File: src/sv/assert_macros.svh
// ----------------------------------------------------------------------------
// Assertion macros
// Shorthand for clocked implication checks with a synchronous reset guard.
// ----------------------------------------------------------------------------
`ifndef ASSERT_MACROS_SVH
`define ASSERT_MACROS_SVH

// Same-cycle implication: when ante holds, cons must hold on that edge.
`define ASSERT_IMPLIES(label, clk, rst, ante, cons, msg) \
   label: assert property (@(posedge clk) disable iff (rst) (ante) |-> (cons)) \
      else $error(msg);

// Next-cycle implication: when ante holds, cons must hold on the next edge.
`define ASSERT_NEXT(label, clk, rst, ante, cons, msg) \
   label: assert property (@(posedge clk) disable iff (rst) (ante) |=> (cons)) \
      else $error(msg);

`endif

File: src/sv/tgr_pkg.sv
// ----------------------------------------------------------------------------
// tgr_pkg
// Shared widths, codes and types of the text console glyph renderer.
// ----------------------------------------------------------------------------
`default_nettype none

package tgr_pkg;

   // Glyph geometry defaults.
   localparam int GLYPH_COLS      = 8;
   localparam int GLYPH_ROWS_DEF  = 16;
   localparam int GLYPH_COUNT_DEF = 95;

   // Field widths.
   localparam int CHAR_W      = 8;
   localparam int FONT_ADDR_W = 11;
   localparam int FONT_BYTE_W = 8;
   localparam int ADDR_W      = 26;
   localparam int PAT_W       = GLYPH_COLS;
   localparam int LINE_W      = 13;
   localparam int COL_W       = 12;
   localparam int PITCH_W     = 15;
   localparam int MODE_W      = 2;
   localparam int XB_W        = 14;
   localparam int CSR_IDX_W   = 2;
   localparam int CSR_DATA_W  = 16;

   // Character codes.
   localparam logic [CHAR_W-1:0] FIRST_PRINTABLE = 8'd32;
   localparam logic [CHAR_W-1:0] LAST_PRINTABLE  = 8'd126;
   localparam logic [CHAR_W-1:0] CODE_NEWLINE    = 8'd10;
   localparam logic [CHAR_W-1:0] CODE_BACKSPACE  = 8'd8;

   // Operations and result kinds.
   localparam logic OP_PUT_CHAR   = 1'b0;
   localparam logic OP_FONT_WRITE = 1'b1;
   localparam logic KIND_ROW      = 1'b0;
   localparam logic KIND_SCROLL   = 1'b1;

   // Pixel modes.
   localparam logic [MODE_W-1:0] MODE_8BPP  = 2'd0;
   localparam logic [MODE_W-1:0] MODE_24BPP = 2'd1;
   localparam logic [MODE_W-1:0] MODE_32BPP = 2'd2;

   // Register indexes.
   typedef logic [CSR_IDX_W-1:0] csr_idx_type;
   localparam csr_idx_type REG_SCREEN_WIDTH  = 2'd0;
   localparam csr_idx_type REG_SCREEN_HEIGHT = 2'd1;
   localparam csr_idx_type REG_LINE_PITCH    = 2'd2;
   localparam csr_idx_type REG_PIXEL_MODE    = 2'd3;

   // Register reset values.
   localparam logic [LINE_W-1:0]  RST_SCREEN_WIDTH  = 13'd640;
   localparam logic [LINE_W-1:0]  RST_SCREEN_HEIGHT = 13'd480;
   localparam logic [PITCH_W-1:0] RST_LINE_PITCH    = 15'd2560;
   localparam logic [MODE_W-1:0]  RST_PIXEL_MODE    = MODE_32BPP;

   // Address accumulator commands.
   typedef logic [1:0] acc_cmd_type;
   localparam acc_cmd_type ACC_HOLD = 2'd0;
   localparam acc_cmd_type ACC_LOAD = 2'd1;
   localparam acc_cmd_type ACC_STEP = 2'd2;

endpackage

`default_nettype wire

File: src/sv/tgr_addr_acc.sv
// ----------------------------------------------------------------------------
// tgr_addr_acc
// Framebuffer address accumulator built around one shared adder.
// ----------------------------------------------------------------------------
`default_nettype none

module tgr_addr_acc (
   input  wire logic                         clock,
   input  wire tgr_pkg::acc_cmd_type         cmd,
   input  wire logic [tgr_pkg::ADDR_W-1:0]   load_base,
   input  wire logic [tgr_pkg::XB_W-1:0]     load_offset,
   input  wire logic [tgr_pkg::PITCH_W-1:0]  step,
   output logic      [tgr_pkg::ADDR_W-1:0]   addr
);
   import tgr_pkg::*;

   logic [ADDR_W-1:0] addr_ff;
   logic [ADDR_W-1:0] addr_in;
   logic [ADDR_W-1:0] opa;
   logic [ADDR_W-1:0] opb;

   // Loading adds the line base and the column offset; stepping adds one
   // line pitch. Both go through the same adder, modulo the address width.
   always_comb begin
      opa     = addr_ff;
      opb     = ADDR_W'(step);
      addr_in = addr_ff;
      unique case (cmd)
         ACC_LOAD: begin
            opa     = load_base;
            opb     = ADDR_W'(load_offset);
            addr_in = opa + opb;
         end
         ACC_STEP: begin
            addr_in = opa + opb;
         end
         default: begin
            addr_in = addr_ff;
         end
      endcase
   end

   always_ff @(posedge clock) begin
      addr_ff <= addr_in;
   end

   assign addr = addr_ff;

endmodule

`default_nettype wire

File: config.mk
export PLATFORM = sky130hd
export DESIGN_NAME = tgr_addr_acc
export DESIGN_NICKNAME = d
export VERILOG_FILES = /design/src/sv/assert_macros.svh /design/src/sv/tgr_pkg.sv /design/src/sv/tgr_addr_acc.sv
export SDC_FILE = /design/constraint.sdc
export NUM_CORES = 1
export LEC_CHECK = 0
export ABC_AREA = 0
export BUFFER_PORTS_ARGS = -buffer_cell sky130_fd_sc_hd__buf_2
export CORE_MARGIN = 4
export CORE_UTILIZATION = 30
export DETAILED_ROUTE_END_ITERATION = 10
export PLACE_DENSITY = 0.58
export SYNTH_ARGS = -nofsm -noshare
export SYNTH_HDL_FRONTEND = slang
export SYNTH_SLANG_ARGS = --single-unit
File: constraint.sdc
create_clock -name clock -period 2.2 [get_ports clock]
set_input_delay 0.22 -clock clock [delete_from_list [all_inputs] [get_ports clock]]
set_output_delay 0.22 -clock clock [all_outputs]
set_load 0.02 [all_outputs]
==> impl_metrics.py, run 1 <==
metrics = {
    "timing": {
        "final.min_clock_period_ps": 2430,
        "period_share": 1.10,
        "final.setup.tns_ps": -1730,
        "hold_viol": 0,
        "worst_pin_slew_ps": 411,
        "max-slew-margin-rel": 0.724,
        "fmax_ghz": 0.412,
        "drv_slew": 0,
        "setup_viol": 14,
        "rsz0062_at_grt": "true",
        "skew_ps": 3.00,
        "fin_ws_ps": -229,
    },
    "outcome": {
        "violations": "setup timing",
        "outcome": "finished with violations",
    },
    "global_route": {
        "globalRouteTotalUtil": 0.150,
        "grt-ovfl-total": 0,
        "grt_pass1_vias": 3027,
        "antenna_found_initial": 0,
        "grt_pass1_wl_um": 14500,
        "grt_max_degree": 38,
    },
    "clocking": {
        "clk_latency_ps": 280,
        "clk_pin_slew_ps": 100,
        "clock-sinks": 26,
        "clockRootBuffer": "clkbuf_8",
        "cts.path.max_buffers": 2,
        "cts_buffers": 3,
        "cts_tree": "built",
        "postCtsHoldBufs": 0,
        "htree_levels": 1,
    },
    "detailed_routing": {
        "drc": 0,
        "routed_wl_um": 9130,
        "dr.first_iter.drc_count": 138,
        "avgViaCountPerCell": 4.97,
        "dr.pass1.iters": 4,
        "ant_nets": 0,
        "wl_per_cell_um": 14.4,
        "vias": 3159,
    },
    "worst_setup_path": {
        "endpoint_kind": "flip-flop",
        "required_ps": 2230,
        "crit_fanout": 5,
        "worstSetupPathType": "reg2reg",
        "worst_ep_arrival_time_ps": 2460,
        "r2r_setup_slack_ps": -230,
        "worstSetupStartpointType": "flip-flop",
    },
    "floorplanning": {
        "ios": 84,
        "core.rowCount": 36,
        "start_util": 0.311,
        "die_area_um2": 11900,
        "die_w_um": 109,
        "coreArea_um2": 9860,
        "die_h_um": 109,
    },
    "pwr": {
        "leakagePower_nw": 1.95,
        "powerDensity_nw_per_um2": 623,
        "irDropWorstVdd_mv": 0.287,
        "p_total_w": 0.00272,
    },
    "synth": {
        "synth_cell_type_count": 63,
        "async_flop_share": 0,
        "ys_ff_latch": 26,
        "synth_area_um2": 3070,
        "synth_cells": 351,
        "synth_ff_type": "edfxtp_1",
        "synth-edff-count": 26,
        "syn_area_per_cell_um2": 8.74,
        "yosysSeqAreaShare": 0.254,
        "syn-num-nets": 441,
        "ys_warn_count": 0,
    },
    "cells_and_area": {
        "mostFrequentLayoutCell": "buf_2",
        "nNetsFinal": 593,
        "diodes": 0,
        "final_cell_mix": "buf_2, buf_4, nand2_1",
        "drive_gt1_frac": 0.398,
        "syn_to_final_growth_pct": 42.3,
        "largest_reg_flops": 26,
    },
    "place": {
        "port_buffers": 83,
        "hpwl_um": 7230,
        "finalWeightedCongestion": 0.839,
    },
    "hold_path": {
        "hold_class": "in2reg",
    },
    "run": {
        "drv_cap": 0,
    },
}
==> routing by layer <==
| layer | vias to the layer above | global-route usage | routed length, µm |
|---|---|---|---|
| met2 | 100 | 0.253 | 4250 |
| met5 | - | 0 | 0 |
| met1 | 1424 | 0.206 | 4210 |
| met4 | 0 | 0.0370 | 140 |
| met3 | 8 | 0.0148 | 531 |
| li1 | 1627 | - | - |
==> report_power, final <==
group | internal, W | total (W) | switching (W)
combinational | 0.000822 | 0.00171 | 0.000885
clock | 0.000126 | 0.000295 | 0.000170
sequential | 0.000657 | 0.000719 | 0.0000617
==> synth_stat cells (6+ instances only) <==
| master | number | area [µm²] |
|---|---|---|
| a21o_1 | 14 | 105 |
| nand4_1 | 13 | 81.3 |
| clkbuf_1 | 6 | 22.5 |
| and2_1 | 8 | 50.1 |
| ha_1 | 30 | 375 |
| edfxtp_1 | 26 | 781 |
| xnor2_1 | 18 | 158 |
| o21ai_0 | 19 | 95.1 |
| and3_1 | 8 | 50.1 |
| xor2_1 | 17 | 149 |
| nand3_1 | 11 | 55.1 |
| nand2_1 | 34 | 128 |
| a21oi_1 | 29 | 145 |
| nor2_1 | 30 | 113 |
| inv_1 | 9 | 33.8 |
==> worst paths after layout <==
path,start,endpoint,depth (start not counted)
worst max-delay path,addr[1],addr[23],9
worst min-delay path,load_base[24],addr[24],3
worst max register to register,addr[1],addr[23],9
worst min register to register,addr[24],addr[24],2
==> cell type report <==
cell class                      count  area, µm²
Clock inverter                      1       3.75
Tap cell                          133        166
Sequential cell                    26        781
Clock buffer                        3       41.3
Timing Repair Buffer              157        995
Inverter                           10       37.5
Fill cell                         972       5500
Multi-Input combinational cell    305       2340
==> worst max-delay path: stages (launching register included) <==
cell and delay [ps]:
edfxtp_1 450, ha_4 300, a211oi_2 60, or4b_1 540, nand2_2 100, o41ai_4 90
a21oi_4 220, buf_4 150, mux2i_1 170, o211ai_1 100
==> cell families after synthesis <==
group	synth area share
xor gates and xnor gates	0.0999
muxes	0.0273
DFF	0.254
and+or+nand+nor	0.188
AOI/OAI and AO/OA	0.259
buffers and inverters	0.0363
adders and majority gates	0.135
==> stage by stage <==
step / hold slack (ps) / worst slack, ps / util / instances / cell area (µm²)
after detailed placement: 631 / -264 / 0.416 / 618 / 4100
after CTS: 338 / -238 / 0.430 / 628 / 4240
after floorplan: 490 / -250 / - / 351 / 3120
after global routing: 354 / -304 / 0.442 / 635 / 4360
after global placement: 617 / -241 / 0.416 / 618 / 4100
final: 336 / -229 / 0.442 / 635 / 4360
==> what timing repair did <==
action	CTS	global route
pin swaps	3	23
setup endpoints to repair	15	19
cloned	1	0
buffers inserted	5	8
resized for setup	7	11
Power figures use the tool's default switching activity.
==> inputs of run 2 (changes only) <==
- BUFFER_PORTS_ARGS: -buffer_cell sky130_fd_sc_hd__buf_2 -> default
- DONT_BUFFER_PORTS: default -> 1
- PLACE_DENSITY: 0.58 -> 0.51
==> impl_metrics.py, run 2 (synthesized netlist as in run 1, its figures left out) <==
metrics = {
    "outcome": {
        "outcome": "finished with violations",
        "violations": "setup timing",
    },
    "clocking": {
        "cts.path.max_buffers": 2,
        "cts_tree": "built",
        "clk_latency_ps": 270,
        "cts_buffers": 3,
        "clock-sinks": 26,
        "clk_pin_slew_ps": 100,
        "htree_levels": 1,
        "clockRootBuffer": "clkbuf_8",
    },
    "detailed_routing": {
        "vias": 2925,
        "dr.first_iter.drc_count": 145,
        "dr.pass1.iters": 4,
        "avgViaCountPerCell": 5.25,
        "ant_nets": 0,
        "wl_per_cell_um": 16.3,
        "routed_wl_um": 9080,
        "drc": 0,
    },
    "cells_and_area": {
        "mostFrequentLayoutCell": "buf_4",
        "largest_reg_flops": 26,
        "final_area_um2": 4040,
        "diodes": 0,
        "final_cell_mix": "buf_4, nand2_1, nor2_1",
        "nNetsFinal": 516,
        "syn_to_final_growth_pct": 31.7,
        "drive_gt1_frac": 0.304,
        "instances_no_fill": 557,
    },
    "place": {
        "finalWeightedCongestion": 0.883,
        "hpwl_um": 7360,
        "dpl_cell_area_um2": 3720,
        "port_buffers": 0,
        "dp_cells": 542,
        "post-place-ws_ps": -238,
    },
    "floorplanning": {
        "coreArea_um2": 9860,
        "start_util": 0.311,
        "die_h_um": 109,
        "core.rowCount": 36,
        "die_w_um": 109,
        "die_area_um2": 11900,
        "ios": 84,
    },
    "timing": {
        "setup_viol": 17,
        "rsz0062_at_grt": "true",
        "worst_pin_slew_ps": 397,
        "max-slew-margin-rel": 0.733,
        "fin_ws_ps": -232,
        "holdWs_ps": 228,
        "fmax_ghz": 0.411,
        "drv_slew": 0,
        "final.min_clock_period_ps": 2430,
        "hold_viol": 0,
        "skew_ps": 6.27,
        "period_share": 1.11,
    },
    "hold_path": {
        "holdCritStartpoint": "load_base[24]",
        "hold_class": "in2reg",
        "holdPathEnd": "addr[24]",
        "hold_depth": 2,
    },
    "worst_setup_path": {
        "required_ps": 2240,
        "crit_chain": "ha_4, a211oi_4, or4b_4, nand2_4, o41ai_4, buf_4, a21oi_4, nand2_1, a31o_1",
        "timing.rr.end": "addr[17]",
        "worstSetupStartpointType": "flip-flop",
        "endpoint_kind": "flip-flop",
        "r2r_setup_slack_ps": -230,
        "rr_worst_depth": 9,
        "cpPeakStageDelay_ps": 550,
        "worst_ep_arrival_time_ps": 2470,
        "cp-startpoint": "addr[1]",
        "cp_slowest_cell": "or4b_4",
        "rr_startpoint": "addr[1]",
        "worstSetupPathType": "reg2reg",
        "crit_fanout": 5,
    },
    "global_route": {
        "globalRouteTotalUtil": 0.155,
        "antenna_found_initial": 0,
        "grt_pass1_vias": 2967,
        "grt-ovfl-total": 0,
        "grt_max_degree": 27,
        "grt_pass1_wl_um": 14800,
    },
    "pwr": {
        "powerDensity_nw_per_um2": 665,
        "irDropWorstVdd_mv": 0.214,
        "p_total_w": 0.00269,
        "leakagePower_nw": 1.67,
    },
    "run": {
        "drv_cap": 0,
    },
}
-- run 2: cell types whose count changed in the layout (fill, tap and decap cells not counted), moves of 2 or more --
cell     previous run  this run
xnor2_2             1         3
buf_6               3         6
xnor2_1            17        15
buf_4              70        74
buf_2              83         0
-- run 2: stage by stage --
stage | util | setup TNS, ps
after floorplan | - | -1660
after global placement | 0.377 | -2120
after detailed placement | 0.377 | -2510
after CTS | 0.397 | -2520
after global routing | 0.410 | -4370
final | 0.410 | -2380
-- run 2: per-layer routing --
layer  up-vias  wire length, µm  share of wire  track usage
met1      1361             4260           0.47        0.209
li1       1471                -              -            -
met4         0              175          0.019       0.0433
met2        80             4230           0.47        0.260
met5         -                0              0            0
met3        13              408          0.045       0.0213
-- run 2: critical path, delay by kind of cell, from the launching register on --
kind	cells	cell delay, ps
AOI/OAI and AO/OA	4	540
adders and majority gates	1	310
buffers and inverters	1	180
DFF	1	450
and+or+nand+nor	3	730
-- run 2: what timing repair did --
action | CTS | global route
hold buffers | 0 | 0
setup endpoints to repair | 16 | 18
gates cloned | 1 | 0
setup buffers | 7 | 5
pin swaps | 14 | 23
gates resized for setup | 15 | 17
-- run 2: final cells by class --
cell class | count | area, µm²
well taps | 133 | 166
repair buffers | 80 | 623
inverters | 10 | 37.5
clock buffers | 3 | 41.3
multi-input cells | 305 | 2390
fillers | 989 | 5820
flip-flops and latches | 26 | 781
-- run 2: worst max-delay path by stage --
stage | to | slack (ps) | cells after the start
global placement | addr[23] | -210 | 8
detailed placement | addr[23] | -240 | 8
floorplan | addr[23] | -250 | 9
CTS | addr[19] | -250 | 8
global route | addr[21] | -320 | 9
finish | addr[17] | -230 | 9
-- run 2: where the power goes --
group,switching (W),internal (W)
clock,0.000159,0.000123
sequential,0.0000831,0.000658
combinational,0.000853,0.000812
total,0.00110,0.00159
